`config.mk`:
```
export PLATFORM = sky130hd
export DESIGN_NAME = mdio_management_frame_master_top_flat
export DESIGN_NICKNAME = d
export VERILOG_FILES = /design/src/hdl/mdio_mfm_pkg.sv /design/src/hdl/mdio_mfm_in_if.sv /design/src/hdl/mdio_mfm_out_if.sv /design/src/hdl/mdio_mfm_engine.sv /design/src/hdl/mdio_management_frame_master_top.sv /design/src/flat_wrapper.sv
export SDC_FILE = /design/constraint.sdc
export NUM_CORES = 1
export LEC_CHECK = 0
export BUFFER_PORTS_ARGS = -buffer_cell sky130_fd_sc_hd__buf_2
export CAP_MARGIN = 20
export CORE_AREA = 2 2 105 107
export DETAILED_ROUTE_END_ITERATION = 10
export DIE_AREA = 0 0 107 109
export PLACE_DENSITY = 0.54
export REMOVE_ABC_BUFFERS = 1
export SETUP_SLACK_MARGIN = 0.05
export SLEW_MARGIN = 25
export SYNTH_ARGS = -nofsm -noshare
export SYNTH_HDL_FRONTEND = slang
export SYNTH_SLANG_ARGS = --single-unit
```
`constraint.sdc`:
```
create_clock -name clk -period 5.88 [get_ports clk]
set_input_delay 0.294 -clock clk [delete_from_list [all_inputs] [get_ports clk]]
set_output_delay 0.294 -clock clk [all_outputs]
set_load 0.03 [all_outputs]
```
`src/hdl/mdio_mfm_pkg.sv`:
```
// Package for the clause 22 management frame master.
// Holds the word types, action and fail codes and the frame constants.
// No dependencies.
package mdio_mfm_pkg;

    typedef struct packed {
        logic [1:0]  action;
        logic [4:0]  phy_address;
        logic [4:0]  register_address;
        logic [15:0] write_data;
        logic        line_in;
    } in_word_t;

    typedef struct packed {
        logic        line_out;
        logic        line_drive;
        logic        mgmt_clock;
        logic        busy_res;
        logic        done_res;
        logic        ok;
        logic [1:0]  fail_reason;
        logic [15:0] read_data;
    } out_word_t;

    localparam logic [1:0] ACT_TICK  = 2'd0;
    localparam logic [1:0] ACT_READ  = 2'd1;
    localparam logic [1:0] ACT_WRITE = 2'd2;

    localparam logic [1:0] FAIL_NONE     = 2'd0;
    localparam logic [1:0] FAIL_PREAMBLE = 2'd1;
    localparam logic [1:0] FAIL_TURN     = 2'd2;
    localparam logic [1:0] FAIL_RELEASE  = 2'd3;

    // Start 01, opcode 10 for read; start 01, opcode 01, turnaround 10 for write
    localparam logic [31:0] FRAME_READ_BASE  = 32'h6000_0000;
    localparam logic [31:0] FRAME_WRITE_BASE = 32'h5002_0000;

    localparam logic [5:0] READ_CMD_BITS    = 6'd14;
    localparam logic [5:0] DATA_BITS        = 6'd16;
    localparam logic [5:0] WRITE_FRAME_BITS = 6'd32;

endpackage

```
`src/hdl/mdio_mfm_in_if.sv`:
```
// Request channel of the management frame master: valid/ready plus one word.
// Depends on mdio_mfm_pkg.
interface mdio_mfm_in_if;
    logic                  valid;
    logic                  ready;
    mdio_mfm_pkg::in_word_t data;

    modport source (output valid, output data, input ready);
    modport sink (input valid, input data, output ready);
endinterface

```
`src/hdl/mdio_mfm_out_if.sv`:
```
// Result channel of the management frame master: valid/ready plus one word.
// Depends on mdio_mfm_pkg.
interface mdio_mfm_out_if;
    logic                   valid;
    logic                   ready;
    mdio_mfm_pkg::out_word_t data;

    modport source (output valid, output data, input ready);
    modport sink (input valid, input data, output ready);
endinterface

```
`src/hdl/mdio_mfm_engine.sv`:
```
// Frame sequencer: phase, bit counter and shift registers of one transfer.
// Computes the result word for the request word offered this cycle.
// Depends on mdio_mfm_pkg.
module mdio_mfm_engine #(
    parameter int PREAMBLE_BITS = 32
) (
    input  logic                    clk,
    input  logic                    rst_n,
    input  logic                    step,
    input  mdio_mfm_pkg::in_word_t  word,
    output mdio_mfm_pkg::out_word_t result
);

    typedef enum logic [2:0] {
        PH_IDLE     = 3'd0,
        PH_PREAMBLE = 3'd1,
        PH_COMMAND  = 3'd2,
        PH_TURN     = 3'd3,
        PH_DATA     = 3'd4,
        PH_RELEASE  = 3'd5
    } phase_t;

    localparam logic [5:0] PRE_LAST = 6'(PREAMBLE_BITS);

    phase_t      phase_reg, phase_next, phase_cur;
    logic        is_write_reg, is_write_next;
    logic [5:0]  bit_count_reg, bit_count_next;
    logic [31:0] out_shift_reg, out_shift_next;
    logic [15:0] in_shift_reg, in_shift_next;
    logic [5:0]  count_inc;
    logic [5:0]  cmd_last;

    assign count_inc = bit_count_reg + 6'd1;
    assign cmd_last  = is_write_reg ? mdio_mfm_pkg::WRITE_FRAME_BITS
                                    : mdio_mfm_pkg::READ_CMD_BITS;

    always_comb
    begin
        // Treat a phase code with no meaning as idle
        case (phase_reg)
            PH_IDLE, PH_PREAMBLE, PH_COMMAND, PH_TURN, PH_DATA, PH_RELEASE:
                phase_cur = phase_reg;
            default:
                phase_cur = PH_IDLE;
        endcase
    end

    always_comb
    begin
        result         = '0;
        phase_next     = phase_cur;
        is_write_next  = is_write_reg;
        bit_count_next = bit_count_reg;
        out_shift_next = out_shift_reg;
        in_shift_next  = in_shift_reg;

        case (word.action)
            mdio_mfm_pkg::ACT_READ, mdio_mfm_pkg::ACT_WRITE:
            begin
                result.busy_res = 1'b1;
                if (phase_cur == PH_IDLE)
                begin
                    is_write_next = (word.action == mdio_mfm_pkg::ACT_WRITE);
                    out_shift_next = (is_write_next ? mdio_mfm_pkg::FRAME_WRITE_BASE
                                                    : mdio_mfm_pkg::FRAME_READ_BASE)
                                   | (32'(word.phy_address) << 23)
                                   | (32'(word.register_address) << 18)
                                   | (is_write_next ? 32'(word.write_data) : 32'd0);
                    in_shift_next  = '0;
                    bit_count_next = '0;
                    phase_next     = PH_PREAMBLE;
                end
            end
            mdio_mfm_pkg::ACT_TICK:
            begin
                if (phase_cur != PH_IDLE)
                begin
                    result.mgmt_clock = 1'b1;
                    result.busy_res   = 1'b1;
                    case (phase_cur)
                        PH_PREAMBLE:
                        begin
                            result.line_out   = 1'b1;
                            result.line_drive = 1'b1;
                            bit_count_next    = count_inc;
                            if (count_inc >= PRE_LAST)
                            begin
                                bit_count_next = '0;
                                if (!word.line_in)
                                begin
                                    result.busy_res    = 1'b0;
                                    result.done_res    = 1'b1;
                                    result.fail_reason = mdio_mfm_pkg::FAIL_PREAMBLE;
                                    result.read_data   = is_write_reg ? 16'd0 : in_shift_reg;
                                    phase_next         = PH_IDLE;
                                end
                                else
                                begin
                                    phase_next = PH_COMMAND;
                                end
                            end
                        end
                        PH_COMMAND:
                        begin
                            result.line_out   = out_shift_reg[31];
                            result.line_drive = 1'b1;
                            out_shift_next    = {out_shift_reg[30:0], 1'b0};
                            bit_count_next    = count_inc;
                            if (count_inc >= cmd_last)
                            begin
                                phase_next     = is_write_reg ? PH_RELEASE : PH_TURN;
                                bit_count_next = '0;
                            end
                        end
                        PH_TURN:
                        begin
                            if (word.line_in)
                            begin
                                result.busy_res    = 1'b0;
                                result.done_res    = 1'b1;
                                result.fail_reason = mdio_mfm_pkg::FAIL_TURN;
                                result.read_data   = is_write_reg ? 16'd0 : in_shift_reg;
                                phase_next         = PH_IDLE;
                                bit_count_next     = '0;
                            end
                            else
                            begin
                                phase_next = PH_DATA;
                            end
                        end
                        PH_DATA:
                        begin
                            in_shift_next  = {in_shift_reg[14:0], word.line_in};
                            bit_count_next = count_inc;
                            if (count_inc >= mdio_mfm_pkg::DATA_BITS)
                            begin
                                phase_next     = PH_RELEASE;
                                bit_count_next = '0;
                            end
                        end
                        default:
                        begin
                            // Trailing release period: line must read high
                            result.busy_res    = 1'b0;
                            result.done_res    = 1'b1;
                            result.ok          = word.line_in;
                            result.fail_reason = word.line_in ? mdio_mfm_pkg::FAIL_NONE
                                                              : mdio_mfm_pkg::FAIL_RELEASE;
                            result.read_data   = is_write_reg ? 16'd0 : in_shift_reg;
                            phase_next         = PH_IDLE;
                            bit_count_next     = '0;
                        end
                    endcase
                end
            end
            default:
            begin
                result.busy_res = (phase_cur != PH_IDLE);
            end
        endcase
    end

    always_ff @(posedge clk or negedge rst_n)
    begin
        if (!rst_n)
        begin
            phase_reg     <= PH_IDLE;
            is_write_reg  <= 1'b0;
            bit_count_reg <= '0;
            out_shift_reg <= '0;
            in_shift_reg  <= '0;
        end
        else if (step)
        begin
            phase_reg     <= phase_next;
            is_write_reg  <= is_write_next;
            bit_count_reg <= bit_count_next;
            out_shift_reg <= out_shift_next;
            in_shift_reg  <= in_shift_next;
        end
    end

endmodule

```
`src/hdl/mdio_management_frame_master_top.sv`:
```
// Clause 22 management frame master, top level.
// The result word of an accepted request word is registered and offered in the next cycle.
// Throughput: one word per cycle; the output register takes a new result
// whenever it is empty or its word is taken in the same cycle.
// Reset (rst_n low, asynchronous): phase idle, counters cleared, no result held.
// Depends on mdio_mfm_pkg, mdio_mfm_in_if, mdio_mfm_out_if, mdio_mfm_engine.
module mdio_management_frame_master_top #(
    parameter int PREAMBLE_BITS = 32
) (
    input  logic           clk,
    input  logic           rst_n,
    mdio_mfm_in_if.sink    req,
    mdio_mfm_out_if.source rsp
);

    logic                    accept;
    logic                    out_valid_reg;
    mdio_mfm_pkg::out_word_t out_word_reg;
    mdio_mfm_pkg::out_word_t step_result;

    assign req.ready = !out_valid_reg || rsp.ready;
    assign accept    = req.valid && req.ready;

    mdio_mfm_engine #(
        .PREAMBLE_BITS(PREAMBLE_BITS)
    ) u_engine (
        .clk    (clk),
        .rst_n  (rst_n),
        .step   (accept),
        .word   (req.data),
        .result (step_result)
    );

    always_ff @(posedge clk or negedge rst_n)
    begin
        if (!rst_n)
        begin
            out_valid_reg <= 1'b0;
        end
        else if (accept)
        begin
            out_valid_reg <= 1'b1;
        end
        else if (rsp.ready)
        begin
            out_valid_reg <= 1'b0;
        end
    end

    always_ff @(posedge clk)
    begin
        if (accept)
        begin
            out_word_reg <= step_result;
        end
    end

    assign rsp.valid = out_valid_reg;
    assign rsp.data  = out_word_reg;

endmodule
```
`src/flat_wrapper.sv`:
```
// flat-port wrapper written by rule: the top's interface ports become plain ports
module mdio_management_frame_master_top_flat 
#(
    parameter int PREAMBLE_BITS = 32
)
  (clk, rst_n, req_valid, req_data, req_ready, rsp_valid, rsp_data, rsp_ready);
  mdio_mfm_in_if req_i ();
  mdio_mfm_out_if rsp_i ();
  input  logic clk;
  input  logic rst_n;
  input wire logic [$bits(req_i.valid)-1:0] req_valid;
  input wire logic [$bits(req_i.data)-1:0] req_data;
  output wire logic [$bits(req_i.ready)-1:0] req_ready;
  output wire logic [$bits(rsp_i.valid)-1:0] rsp_valid;
  output wire logic [$bits(rsp_i.data)-1:0] rsp_data;
  input wire logic [$bits(rsp_i.ready)-1:0] rsp_ready;
  assign req_i.valid = req_valid;
  assign req_i.data = req_data;
  assign req_ready = req_i.ready;
  assign rsp_valid = rsp_i.valid;
  assign rsp_data = rsp_i.data;
  assign rsp_i.ready = rsp_ready;
  mdio_management_frame_master_top #(.PREAMBLE_BITS(PREAMBLE_BITS)) u_core (.clk(clk), .rst_n(rst_n), .req(req_i), .rsp(rsp_i));
endmodule
```
==> run_results.csv <==
group,metric,value,unit
status,status,"finished, final reports clean",
sta,tightest_slew,0.833,ns
synth,synth_top_flop_cell,"dfrtp_1",
route,drt-initial-drc-count,156,
synth,synth.avg_cell_area,10.0,sq um
synth,netlist_area,4040,sq um
sta,setup-violations-final,0,
layout,n_antenna_cell,0,
setup_path,cp_max_fo,7,
floorplanning,io_pins,59,
route,vias,2993,
clocking,hold_buffers,0,
layout,nNetsFinal,492,
power_and_ir_drop,p_leak,0.00202,uW
power_and_ir_drop,powerDensity,310,nW/um^2
synth,synth_seq_cells,83,
synth,synth-edff-count,24,
route,antenna_left,0,
clocking,clk-insertion-delay-late,0.37,ns
layout,layout.cells.non_filler,596,
setup_path,critical_path_class,"reg -> reg",
synth,synth_common_cells,"79 x nand2_1, 59 x dfrtp_1, 55 x o21ai_0, 24 x edfxtp_1",
clocking,cts_setup_buffers,0,
setup_path,arrival,2.92,ns
sta,rsz0062_at_grt,"no",
synth,synth_top_area_share,36.5,%
global_routing,grt_max_degree,60,
route,drc_errors,0,
setup_path,critical_path.top_delay_family,"compound AO/OA/AOI/OAI gates",
floorplanning,start_util,38.1,%
global_routing,antenna_found_initial,0,
sta,finClkSkew,0.0132,ns
global_routing,grt_pass1_wl,14100,um
placed_design,place_ws,3.19,ns
floorplanning,core,10600,sq um
route,firstDrtPassIters,4,
setup_path,critPathLaunchType,"flop",
sta,timing_hold_violations_final,0,
layout,largest_register_ff_count,32,
global_routing,grt_usage,15.3,%
global_routing,grt-ovfl-total,0,
placed_design,place_congestion,0.820,
clocking,clock_sinks,83,
floorplanning,rows,38,
floorplanning,die_w,107,um
job,maxCapViolCount,0,
synth,synth_area_leaders,"dfrtp_1 37%, edfxtp_1 18%, nand2_1 7.3%",
layout,area_growth,15.6,%
clocking,cts_buffers,9,
global_routing,grt_pass1_vias,2940,
clocking,htreeDepth,3,
clocking,cts_root_buf,"clkbuf_8",
setup_path,slowest_stage,"a2111oi_0",
route,routedWlPerCell,13.8,um
sta,timing.final.ws_setup,3.19,ns
min_path,hp-class,"in -> async",
route,via_per_inst,5.02,
setup_path,crit_buf_inv,1,
sta,fin_crit_sh,45.7,%
sta,relSlewSlack,44.3,%
synth,ys_warn_count,0,
setup_path,cp.required,6.11,ns
sta,layout_min_cycle_time,2.69,ns
clocking,clockBufferDepth,2,
setup_path,crit_chain,"and3_4 > nand3_4 > xor2_4 > inv_2 > ha_1 > a211o_1 > o22ai_1 > a21oi_1 > a2111oi_0 > nor2_1",
placed_design,portBuffers,58,
placed_design,hpwl,5470,um
synth,seq_area_frac_synth,54.3,%
floorplanning,die-area,11700,sq um
clocking,postCtsResizedCells,0,
synth,yosysTopAreaCell,"dfrtp_1",
setup_path,cpPeakStageDelay,0.47,ns
power_and_ir_drop,irDropWorstVdd,0.000134,V
layout,drive_gt1_share,20.6,%
route,wl,8240,um
synth,synthCells,403,
floorplanning,dieHeight,109,um
clocking,cts_tree,"yes",
clocking,clk_pin_slew_worst_paths,0.09,ns
synth,synth_most_common_cell,"nand2_1",
sta,fin_setup_tns,0,ns
synth,async_flop_share,71.1,%
synth,synth.distinct_cells,54,
sta,drv_slew,0,
setup_path,endpoint_kind,"flop",
sta,fmax,0.372,GHz
placed_design,placed_cells,580,
==> metal layers <==
metal  share of wire, %  vias up  track usage (%)
li1                   -     1503                -
met1                 46     1420             20.0
met2                 47       64             24.9
met3                5.5        6             3.71
met4                1.2        0             5.29
met5                  0        -                0
==> per-stage QoR <==
stage / power (uW) / hold WS, ns / util (%) / instance area, sq um
after CTS: 1470 / 0.105 / 44.1 / 4670
final: 1450 / 0.0767 / 44.1 / 4670
after global placement: 1020 / 0.456 / 41.9 / 4440
after global routing: 1540 / 0.142 / 44.1 / 4670
after floorplan: 937 / -0.00159 / - / 3930
after detailed placement: 1030 / 0.463 / 42.1 / 4470
==> report_power, final <==
group	internal (uW)	switching (uW)
Clock	203	228
Combinational	110	160
Sequential	684	63.7
Total	997	452
==> cell type report <==
cell class | count | area (sq um)
Tap cell | 140 | 175
Timing Repair Buffer | 63 | 348
Sequential cell | 83 | 2200
Clock buffer | 9 | 124
Multi-Input combinational cell | 277 | 1680
Inverter | 17 | 63.8
Clock inverter | 7 | 80.1
Fill cell | 1020 | 5930
==> kinds of logic after synthesis <==
kind of cell | synth area share, %
muxes | 3.03
xor gates and xnor gates | 1.30
AOI/OAI and AO/OA | 17.9
buffers and inverters | 4.33
adders and majority gates | 2.48
and+or+nand+nor | 16.6
DFF | 54.3
==> layout by cell type, fill, tap and decap left out, types with 2 or more instances in the layout <==
master	n
nand2_1	79
dfrtp_1	59
buf_2	58
o21ai_0	55
edfxtp_1	24
and2_1	17
a22oi_1	17
inv_1	16
nor2_1	14
a21oi_1	12
mux2i_1	10
clkbuf_8	9
nand2b_1	7
ha_1	7
nand3_1	5
nor3_1	4
buf_4	4
nor2b_1	3
a32o_1	3
nor3b_1	3
inv_6	3
a21o_1	2
a211o_1	2
o21bai_1	2
o31a_1	2
a2111oi_0	2
mux2_2	2
==> path summary, 6_finish.rpt <==
kind / from / end / slack (ns) / depth (start not counted)
setup / recovery: u_core.u_engine.bit_count_reg[2] / u_core.u_engine.phase_reg[2] / 3.19 / 10
hold / removal: rst_n / u_core.u_engine.out_shift_reg[21] / 0.08 / 2
setup reg to reg: u_core.u_engine.bit_count_reg[2] / u_core.u_engine.phase_reg[2] / 3.19 / 10
hold reg to reg: u_core.u_engine.in_shift_reg[15] / u_core.u_engine.in_shift_reg[15] / 0.48 / 2
max in group asynchronous: rst_n / u_core.u_engine.is_write_reg / 5.30 / 2
min in group clk: req_valid / u_core.rsp.valid / 0.13 / 2
Power figures use the tool's default switching activity.
